--- src/sble_pkg.sv ---
`timescale 1ns / 1ps
// ----------------------------------------------------------------------------
// sble_pkg
// Shared types, constants and tables of the stereo band level and phase
// estimator.
// ----------------------------------------------------------------------------
package sble_pkg;

	localparam int QDEPTH = 4;
	localparam int QPTR_W = 2;
	localparam int QCNT_W = 3;

	localparam int CORDIC_STEPS = 30;
	localparam int TURN_W = 30;
	localparam int LOG_W = 30;
	localparam int NORM_STEPS = 6;
	localparam int SQR_STEPS = 24;

	localparam logic [29:0] DB_PER_OCTAVE_Q28 = 30'd808071242;
	localparam logic [63:0] INV_PI_Q31 = 64'd683565276;
	localparam logic signed [16:0] LEVEL_LIMIT = 17'sd51200;
	localparam logic [61:0] ENERGY_CAP = {62{1'b1}};

	typedef enum logic [0:0] {
		REG_ENERGY_FLOOR   = 1'b0,
		REG_SIDE_THRESHOLD = 1'b1
	} reg_index_t;

	typedef enum logic [2:0] {
		BE_IDLE,
		BE_NORM,
		BE_SQR,
		BE_MUL,
		BE_LEVEL,
		BE_CORDIC,
		BE_FINISH
	} be_state_t;

	typedef struct packed {
		logic [5:0]         band_index;
		logic [61:0]        left_energy;
		logic [61:0]        right_energy;
		logic [63:0]        side_power;
		logic signed [63:0] cross_re;
		logic signed [63:0] cross_im;
	} band_rec_t;

	typedef struct packed {
		logic      valid;
		band_rec_t rec;
	} push_t;

	typedef struct packed {
		logic      valid;
		band_rec_t rec;
	} q_head_t;

	typedef logic [CORDIC_STEPS-1:0][TURN_W-1:0] turn_tab_t;

	// long division of a table term by a small odd count, elaboration only
	function automatic longint unsigned div_small(input longint unsigned num,
		input int unsigned den);
		longint unsigned quo;
		longint unsigned rem_v;
		quo = 0;
		rem_v = 0;
		for (int b = 63; b >= 0; b--) begin
			rem_v = {rem_v[62:0], num[b]};
			if (rem_v >= 64'(den)) begin
				rem_v = rem_v - 64'(den);
				quo[b] = 1'b1;
			end
		end
		return quo;
	endfunction

	// atan(2^-i) in Q32 turns, from the alternating arctan series in Q62 radians
	function automatic logic [TURN_W-1:0] turn_entry(input int i);
		longint r;
		longint t;
		longint unsigned u;
		int n;
		logic neg;
		r = 0;
		neg = 1'b0;
		if (i == 0) begin
			return TURN_W'(64'd1 << 29);
		end
		for (n = 1; n * i <= 62; n += 2) begin
			t = longint'(div_small(64'd1 << (62 - n * i), n));
			r = neg ? r - t : r + t;
			neg = !neg;
		end
		u = ((64'(r) >> 30) * INV_PI_Q31 + (64'd1 << 31)) >> 32;
		return TURN_W'(u);
	endfunction

	function automatic turn_tab_t build_turn_tab();
		turn_tab_t tab;
		for (int i = 0; i < CORDIC_STEPS; i++) begin
			tab[i] = turn_entry(i);
		end
		return tab;
	endfunction

	localparam turn_tab_t TURN_TAB = build_turn_tab();

endpackage

--- src/sble_queue.sv ---
`timescale 1ns / 1ps
// ----------------------------------------------------------------------------
// sble_queue
// Short queue of finished band records between the front and back ends.
// ----------------------------------------------------------------------------
module sble_queue (
	input  logic                         clk,
	input  logic                         arst_n,
	input  sble_pkg::push_t              push,
	input  logic                         pop,
	output sble_pkg::q_head_t            head,
	output logic [sble_pkg::QCNT_W-1:0]  count
);
	import sble_pkg::*;

	band_rec_t mem_q [QDEPTH];
	logic [QPTR_W-1:0] wr_ptr_q, rd_ptr_q;
	logic [QCNT_W-1:0] count_q;

	always_ff @(posedge clk) begin
		if (push.valid) begin
			mem_q[wr_ptr_q] <= push.rec;
		end
	end

	always_ff @(posedge clk or negedge arst_n) begin
		if (!arst_n) begin
			wr_ptr_q <= '0;
			rd_ptr_q <= '0;
			count_q  <= '0;
		end else begin
			if (push.valid) begin
				wr_ptr_q <= wr_ptr_q + QPTR_W'(1);
			end
			if (pop) begin
				rd_ptr_q <= rd_ptr_q + QPTR_W'(1);
			end
			count_q <= count_q + QCNT_W'(push.valid) - QCNT_W'(pop);
		end
	end

	assign head.valid = count_q != '0;
	assign head.rec   = mem_q[rd_ptr_q];
	assign count      = count_q;

endmodule

--- config.mk ---
export PLATFORM = sky130hd
export DESIGN_NAME = sble_queue
export DESIGN_NICKNAME = d
export VERILOG_FILES = /design/src/sble_pkg.sv /design/src/sble_queue.sv
export SDC_FILE = /design/constraint.sdc
export NUM_CORES = 1
export LEC_CHECK = 0
export BUFFER_PORTS_ARGS = -buffer_cell sky130_fd_sc_hd__buf_2
export CAP_MARGIN = 20
export CORE_ASPECT_RATIO = 0.8
export CORE_MARGIN = 2
export CORE_UTILIZATION = 34
export CTS_CLUSTER_DIAMETER = 30
export DETAILED_ROUTE_END_ITERATION = 7
export PLACE_DENSITY = 0.51
export REMOVE_ABC_BUFFERS = 1
export SETUP_SLACK_MARGIN = 0.2
export SYNTH_ARGS = -nofsm -noshare
export SYNTH_HDL_FRONTEND = slang
export SYNTH_SLANG_ARGS = --single-unit
--- constraint.sdc ---
create_clock -name clk -period 26.9 [get_ports clk]
set_input_delay 8.07 -clock clk [delete_from_list [all_inputs] [get_ports clk]]
set_output_delay 8.07 -clock clk [all_outputs]
set_load 0.005 [all_outputs]
==> metrics.yaml, run 1 <==
global_route:
  antenna_found_initial: 37
  grt_pass1_wl_mm: 157
  grtUsageTotal_pct: 15.2
  grt_overflow_total: 0
  grt_max_degree: 134
  grt_pass1_vias: 23500
cts:
  h-tree-depth: 4
  clock_latency_ps: 830
  cts_resized: 0
  cts_num_sinks: 1295
  path_clk_slew_ps: 50
  ctsHoldBuffers: 0
  numCtsBuffers: 231
  root_buffer: "clkbuf_16"
  postCtsSetupBuffers: 0
  tritoncts: "yes"
  clockBufferDepth: 3
sta:
  finalClockSkew_ps: 29.2
  fin_crit_sh_pct: 52.4
  relSlewSlack_pct: 21.3
  finalSetupTns_ps: 0
  period_needed_ps: 14100
  finalHoldViolations: 0
  max_freq_mhz: 70.9
  setup_violations: 0
  tightest_slew_ps: 1180
  setup_ws_ps: 12800
  rsz0062_at_grt: "false"
  drv_slew: 0
cells_and_area:
  finalInstanceArea_um2: 60300
  fin_util_pct: 44.2
  area_growth_pct: 28.6
  fin_nets: 2890
  final_layout_size_suffix_gt1_share_pct: 50.6
  n_fill_cell: 11600
placed_design:
  place_ws_ps: 13330
  place_congestion: 0.746
  io_buffers: 651
  place_area_um2: 52100
  dpl.hpwl_mm: 65.5
die:
  dieHeight_um: 336
  initial_core_util_pct: 34.3
  die_w_um: 419
  die_area_um2: 141000
  ioPinCount: 652
  rows: 121
  core_area_um2: 136000
critical_path:
  crit_path_end_kind: "output pin"
  path_class: "reg2out"
  crit_path_top_delay_cell: "dfrtp_4"
  max_stage_delay_ps: 880
  rr_startpoint: "wr_ptr_q[0]$_DFFE_PN0P_"
  crit_path_end: "head[59]"
  cp.depth: 6
  cp.required_ps: 18830
  cp.arrival_ps: 6030
  path_max_fanout: 44
  critPathLaunch: "rd_ptr_q[0]$_DFFE_PN0P_"
  reg2reg_depth: 5
  cp_top_family: "buffers and inverters"
  r2r-end: "mem_q[3][214]$_DFFE_PP_"
  path_common_cell: "buf_4"
  crit_buf_inv: 5
  worstSetupStartpointType: "flip-flop"
  cp_cell_sequence: "buf_4 -> buf_4 -> buf_4 -> buf_4 -> mux4_2 -> buf_2"
  reg2reg_slack_ps: 22810
logic_synthesis:
  yosys_warnings: 0
  synth_area_um2: 46800
  ys_ff_latch: 1295
  syn_avg_cell_area_um2: 27.3
  ys_seq_area_share_pct: 82.9
  synthCells: 1715
  ys_types: 15
route:
  wl_per_cell_um: 23.3
  via_per_inst: 4.74
  first_pass_iters: 5
  first_iter_violations: 1336
  vias: 21900
  postRouteAntennaNets: 0
  route.final.wire_length_mm: 108
  drc: 0
power:
  irDropWorstVdd_mv: 0.0726
  leakagePower_uw: 0.0207
  pwr_density_cell_nw_per_um2: 122
  fin_total_pwr_uw: 7330
flow_run:
  maxCapViolations: 0
status:
  status: "complete, no violations"
min_path:
  hp-class: "reg2reg"
==> cell usage after synthesis <==
library cell	count	area share [%]
edfxtp_1	1288	83
mux4_2	322	15
buf_2	35	0.37
buf_6	30	0.72
clkbuf_1	7	0.056
dfrtp_1	7	0.37
ha_1	6	0.16
inv_1	6	0.048
and2_1	4	0.053
xnor2_1	3	0.056
nand2_1	2	0.016
xor2_1	2	0.037
fa_1	1	0.043
o21ai_0	1	0.011
or3_1	1	0.013
==> state kept, by name (all words and copies together), names as in the netlist <==
signal	count
mem_q	1288
count	3
rd_ptr_q	2
wr_ptr_q	2
==> cell families after synthesis <==
| family | synth area share (%) |
|---|---|
| XOR/XNOR | 0.0935 |
| AND/OR/NAND/NOR | 0.0828 |
| adder cells (fa/ha/maj) | 0.203 |
| buffers and inverters | 1.20 |
| multiplexers | 15.5 |
| AO/OA/AOI/OAI | 0.0107 |
| flip-flops | 82.9 |
==> report_power, final <==
group | total (µW) | internal, µW | switching (µW) | leakage, µW
logic | 1660 | 757 | 902 | 0.00490
registers | 2750 | 2640 | 108 | 0.0119
clock network | 2920 | 1900 | 1020 | 0.00386
==> layout by cell type, fill, tap and decap left out, drive strengths merged <==
cell type and count:
edfxtp 1288, mux4 322, buf 681, ha 6, bufinv 31, clkinvlp 27, o21ai 1, inv 41
or3 1, dfrtp 7, diode 10, clkbuf 258, clkinv 86, fa 1, nand2 2, xnor2 3
xor2 2, and2 4
==> worst reg2reg max path, delay by kind of cell, from the launching register on <==
family	cells	cell delay, ps
flops	1	400
simple gates	1	520
fa+ha+maj	1	180
buf+inv	3	2560
==> per-layer routing <==
layer / routed length (µm) / vias up / share of wire, % / GRT usage (%)
met4: 3040 / 34 / 2.8 / 5.73
li1: - / 9308 / - / -
met1: 42500 / 11600 / 39 / 18.3
met3: 7360 / 235 / 6.8 / 5.28
met5: 225 / - / 0.21 / 0
met2: 54600 / 651 / 51 / 25.1
==> final cells by class <==
class | instances | area (µm²) | share of cell area [%]
tap | 1845 | 2310 | 3.83
sequential | 1295 | 38900 | 64.5
timing repair buffer | 681 | 3540 | 5.88
clock inverter | 179 | 2150 | 3.56
antenna | 10 | 25.0 | 0.0415
clock buffer | 258 | 5910 | 9.81
inverter | 6 | 22.5 | 0.0374
multi-input combinational | 342 | 7440 | 12.4
==> worst min path at each step <==
stage / startpoint / to / slack, ps / cells after the start
floorplan: wr_ptr_q[0]$_DFFE_PN0P_ / wr_ptr_q[0]$_DFFE_PN0P_ / 490 / 1
global placement: wr_ptr_q[0]$_DFFE_PN0P_ / wr_ptr_q[0]$_DFFE_PN0P_ / 510 / 1
detailed placement: wr_ptr_q[0]$_DFFE_PN0P_ / wr_ptr_q[0]$_DFFE_PN0P_ / 530 / 1
CTS: wr_ptr_q[0]$_DFFE_PN0P_ / wr_ptr_q[0]$_DFFE_PN0P_ / 540 / 1
global route: wr_ptr_q[0]$_DFFE_PN0P_ / wr_ptr_q[0]$_DFFE_PN0P_ / 580 / 1
finish: wr_ptr_q[0]$_DFFE_PN0P_ / wr_ptr_q[0]$_DFFE_PN0P_ / 540 / 1
==> stage by stage <==
step / std cells / hold WS (ps)
floorplan: 1643 / 494
global placement: 4168 / 513
detailed placement: 4168 / 533
CTS: 4605 / 542
global route: 4612 / 584
finish: 4616 / 535
Power figures use the tool's default switching activity.
==> run 2: changes to the inputs <==
--- a/config.mk
+++ b/config.mk
@@ -5,6 +5,7 @@
 export SDC_FILE = /design/constraint.sdc
 export NUM_CORES = 1
 export LEC_CHECK = 0
+export ABC_AREA = 1
 export BUFFER_PORTS_ARGS = -buffer_cell sky130_fd_sc_hd__buf_2
 export CAP_MARGIN = 20
 export CORE_ASPECT_RATIO = 0.8
@@ -12,7 +13,7 @@
 export CORE_UTILIZATION = 34
 export CTS_CLUSTER_DIAMETER = 30
 export DETAILED_ROUTE_END_ITERATION = 7
-export PLACE_DENSITY = 0.51
+export PLACE_DENSITY = 0.5
 export REMOVE_ABC_BUFFERS = 1
 export SETUP_SLACK_MARGIN = 0.2
 export SYNTH_ARGS = -nofsm -noshare
==> constraint.sdc (replaced) <==
create_clock -name clk -period 14.1 [get_ports clk]
set_input_delay 4.23 -clock clk [delete_from_list [all_inputs] [get_ports clk]]
set_output_delay 4.23 -clock clk [all_outputs]
set_load 0.005 [all_outputs]
==> run 2 against run 1 <==
Effect of this change: non-clock buffer count unchanged; cell count up 78%; global-route usage up 1.6 points; critical path depth up 2; largest cell class unchanged; via count up 61%; combinational power rose to 2.7 times the previous value; worst hold slack worse by 29 ps; clock-buffer cell count up 71; critical path type unchanged; setup slack worse by 8500 ps; synthesized cell count rose to 3.0 times the previous value; register-to-register slack worse by 12000 ps.
==> metrics.yaml, run 2 <==
sta:
  fin_crit_sh_pct: 69.7
  drv_slew: 0  # unchanged
  tightest_slew_ps: 1290  # +114 ps
  finalClockSkew_ps: 51.1  # +21.9 ps
  relSlewSlack_pct: 13.7  # -7.6 points
  setup_violations: 0  # unchanged
  max_freq_mhz: 102
  rsz0062_at_grt: "false"
  setup_ws_ps: 4270  # -8520 ps
  finalHoldViolations: 0  # unchanged
  period_needed_ps: 9830
placed_design:
  io_buffers: 651  # unchanged
  dpl.hpwl_mm: 75.4  # +15%
  post-place-cells: 7684  # +84%
  place_congestion: 0.763  # +2.4%
  place_ws_ps: 5000  # -8330 ps
cells_and_area:
  final-instance-count-excl-fill: 8223  # +78%
  regArea_um2: 38900  # unchanged
  area_growth_pct: 27.7
  final_cell_mix: "1621 x nand2_1, 1296 x inv_1, 1288 x edfxtp_1"
  n_fill_cell: 14900  # +29%
  multi_input_area_um2: 9440  # +27%
  final_common_cell: "nand2_1"
  largest_reg_flops: 1288  # unchanged
  top_register: "mem_q"
  final_layout_size_suffix_gt1_share_pct: 18.6  # -32 points
  fin_nets: 6186  # +110%
logic_synthesis:
  ys_types: 15  # unchanged
  ys.flop_type: "edfxtp_1"
  yosys_warnings: 0  # unchanged
  synth_adder_area_share_pct: 0.175  # -0.028 points
  synth_area_um2: 54200  # +16%
  muxShareOfSynthArea_pct: 0  # -15 points
  synth-simple-area-share_pct: 17.2  # +17 points
  synth_compound_area_share_pct: 0.00923  # -0.0015 points
  synth_top_family_by_area: "simple AND/OR/NAND/NOR gates"
  synthCells: 5090  # +200%
  post-synth-top-count-cell: "nand2_1"
  syn_avg_cell_area_um2: 10.7  # -61%
  ys_seq_area_share_pct: 71.6  # -11 points
  ys_ff_latch: 1295  # unchanged
  ys_async_sr_fraction_pct: 0.541  # unchanged
  synth_xor_area_share_pct: 0.0484  # -0.045 points
  synth_edf_count: 1288  # unchanged
  yosys-top-cells-area: "edfxtp_1 71%, nand2_1 11%, inv_1 9.0%"
  synthTopCellsByCount: "1621 x nand2_1, 1300 x inv_1, 1288 x edfxtp_1"
  synth_top_cell_area_share_pct: 71.3  # -11 points
  netlist.top_cell.by_area: "edfxtp_1"
cts:
  clock_latency_ps: 900  # +70 ps
  clockBufferDepth: 4  # +1
  tritoncts: "yes"
  h-tree-depth: 5  # +1
  postCtsSetupBuffers: 0  # unchanged
  cts_num_sinks: 1295  # unchanged
  cts_resized: 0  # unchanged
  root_buffer: "clkbuf_16"
  numCtsBuffers: 295  # +28%
  path_clk_slew_ps: 50  # about the same
  ctsHoldBuffers: 0  # unchanged
global_route:
  grt_pass1_vias: 34400  # +47%
  grt_pass1_wl_mm: 209  # +33%
  grt_max_degree: 189  # +41%
  antenna_found_initial: 58  # +57%
  grt_overflow_total: 0  # unchanged
  grtUsageTotal_pct: 16.8  # +1.6 points
power:
  irDropWorstVdd_mv: 0.165  # +130%
  power_frac_clock_pct: 40.8  # +1.0 points
  p_int_uw: 11000  # +110%
  combinationalPowerShare_pct: 27.1  # +4.5 points
  swShare_pct: 32.6  # +4.9 points
  p_seq_share_pct: 32.0  # -5.5 points
  power.switching_uw: 5320  # +160%
  leakagePower_uw: 0.0319  # +54%
  pwr_density_cell_nw_per_um2: 236  # +94%
min_path:
  hold_start: "count[1]$_DFF_PN0_"
  hp-class: "reg2reg"
die:
  dieHeight_um: 361  # +7.5%
  ioPinCount: 652  # unchanged
  core_area_um2: 159000  # +17%
  die_area_um2: 163000  # +16%
  initial_core_util_pct: 34.1  # -0.23 points
  rows: 131  # +8.3%
  die_w_um: 451  # +7.5%
critical_path:
  critPathLaunch: "rd_ptr_q[0]$_DFFE_PN0P_"
  max_stage_delay_ps: 880  # about the same
  path_common_cell: "buf_4"
  crit_path_end_kind: "output pin"
  worstSetupStartpointType: "flip-flop"
  cp.arrival_ps: 5600  # -430 ps
  path_class: "reg2out"
  cp.required_ps: 9870  # -8960 ps
  cp_cell_sequence: "buf_4 -> buf_4 -> buf_4 -> buf_4 -> nand2_1 -> nand3_1 -> nand2_1 -> buf_2"
  crit_path_top_delay_cell: "dfrtp_4"
  rr_startpoint: "wr_ptr_q[0]$_DFFE_PN0P_"
  path_max_fanout: 76  # +73%
route:
  postRouteAntennaNets: 0  # unchanged
  drc: 0  # unchanged
  via_per_inst: 4.28  # -9.6%
  first_pass_iters: 5  # unchanged
  vias: 35200  # +61%
  route.final.wire_length_mm: 139  # +29%
  first_iter_violations: 2016  # +51%
  wl_per_cell_um: 16.9  # -28%
flow_run:
  maxCapViolations: 0  # unchanged
status:
  status: "complete, no violations"
==> run 2: layer usage <==
layer | vias to the layer above | part of all wire [%] | track usage (%)
li1 | 17600 | - | -
met1 | 16500 | 42 | 20.3
met2 | 772 | 48 | 27.9
met3 | 322 | 6.1 | 5.01
met4 | 32 | 3.3 | 6.89
met5 | - | 0.13 | 0
==> run 2: layout make-up <==
type / count / area share, %
inverter: 1302 / 7.12
sequential: 1295 / 56.1
tap: 2128 / 3.84
antenna: 26 / 0.0939
multi-input combinational: 2278 / 13.6
timing repair buffer: 681 / 5.19
clock buffer: 329 / 11.0
clock inverter: 184 / 3.06
==> run 2: metrics by stage <==
| stage | hold slack, ps | cell area [µm²] | util (%) | power (µW) | TNS, ps |
|---|---|---|---|---|---|
| final | 506 | 69300 | 43.6 | 16300 | 0 |
| after floorplan | 484 | 53200 | - | 8430 | -5891790 |
| after global routing | 528 | 69200 | 43.6 | 17300 | 0 |
| after CTS | 519 | 69200 | 43.5 | 16600 | 0 |
| after detailed placement | 504 | 59500 | 37.4 | 9850 | 0 |
| after global placement | 497 | 59500 | 37.4 | 9820 | 0 |
==> run 2: worst paths after layout <==
check                      slack, ps                 endpoint  cells past startpoint
max                             4270                head[100]                      8
min                              510       count[2]$_DFF_PN0_                      2
max reg2reg                    10800  mem_q[2][164]$_DFFE_PP_                      6
min reg2reg                      510       count[2]$_DFF_PN0_                      2
max in group asynchronous      10720  wr_ptr_q[1]$_DFFE_PN0P_                      1
min in group asynchronous       3180  rd_ptr_q[1]$_DFFE_PN0P_                      1
==> run 2: worst max-delay path: cells and delay by family (launching register included) <==
family,cells,cell delay (ps)
buffers and inverters,5,3200
flip-flops,1,880
AND/OR/NAND/NOR,3,390
==> run 2: kinds of logic (layout without fill, tap and decap cells) <==
kind of cell / Yosys count / in the layout
AOI/OAI and AO/OA: 1 / 1
DFF: 1295 / 1295
adders and majority gates: 7 / 7
buffers and inverters: 1517 / 2496
xor gates and xnor gates: 3 / 3
and+or+nand+nor: 2267 / 2267
other: 0 / 26
==> run 2: power by group through the flow <==
stage,Clock [µW],Combinational (µW),Sequential [µW]
5_1_grt,6990,4980,5290
2_1_floorplan,0,2710,5720
3_5_place_dp,0,4550,5300
4_1_cts,6800,4570,5240
3_3_place_gp,0,4530,5290
6_report,6660,4430,5230
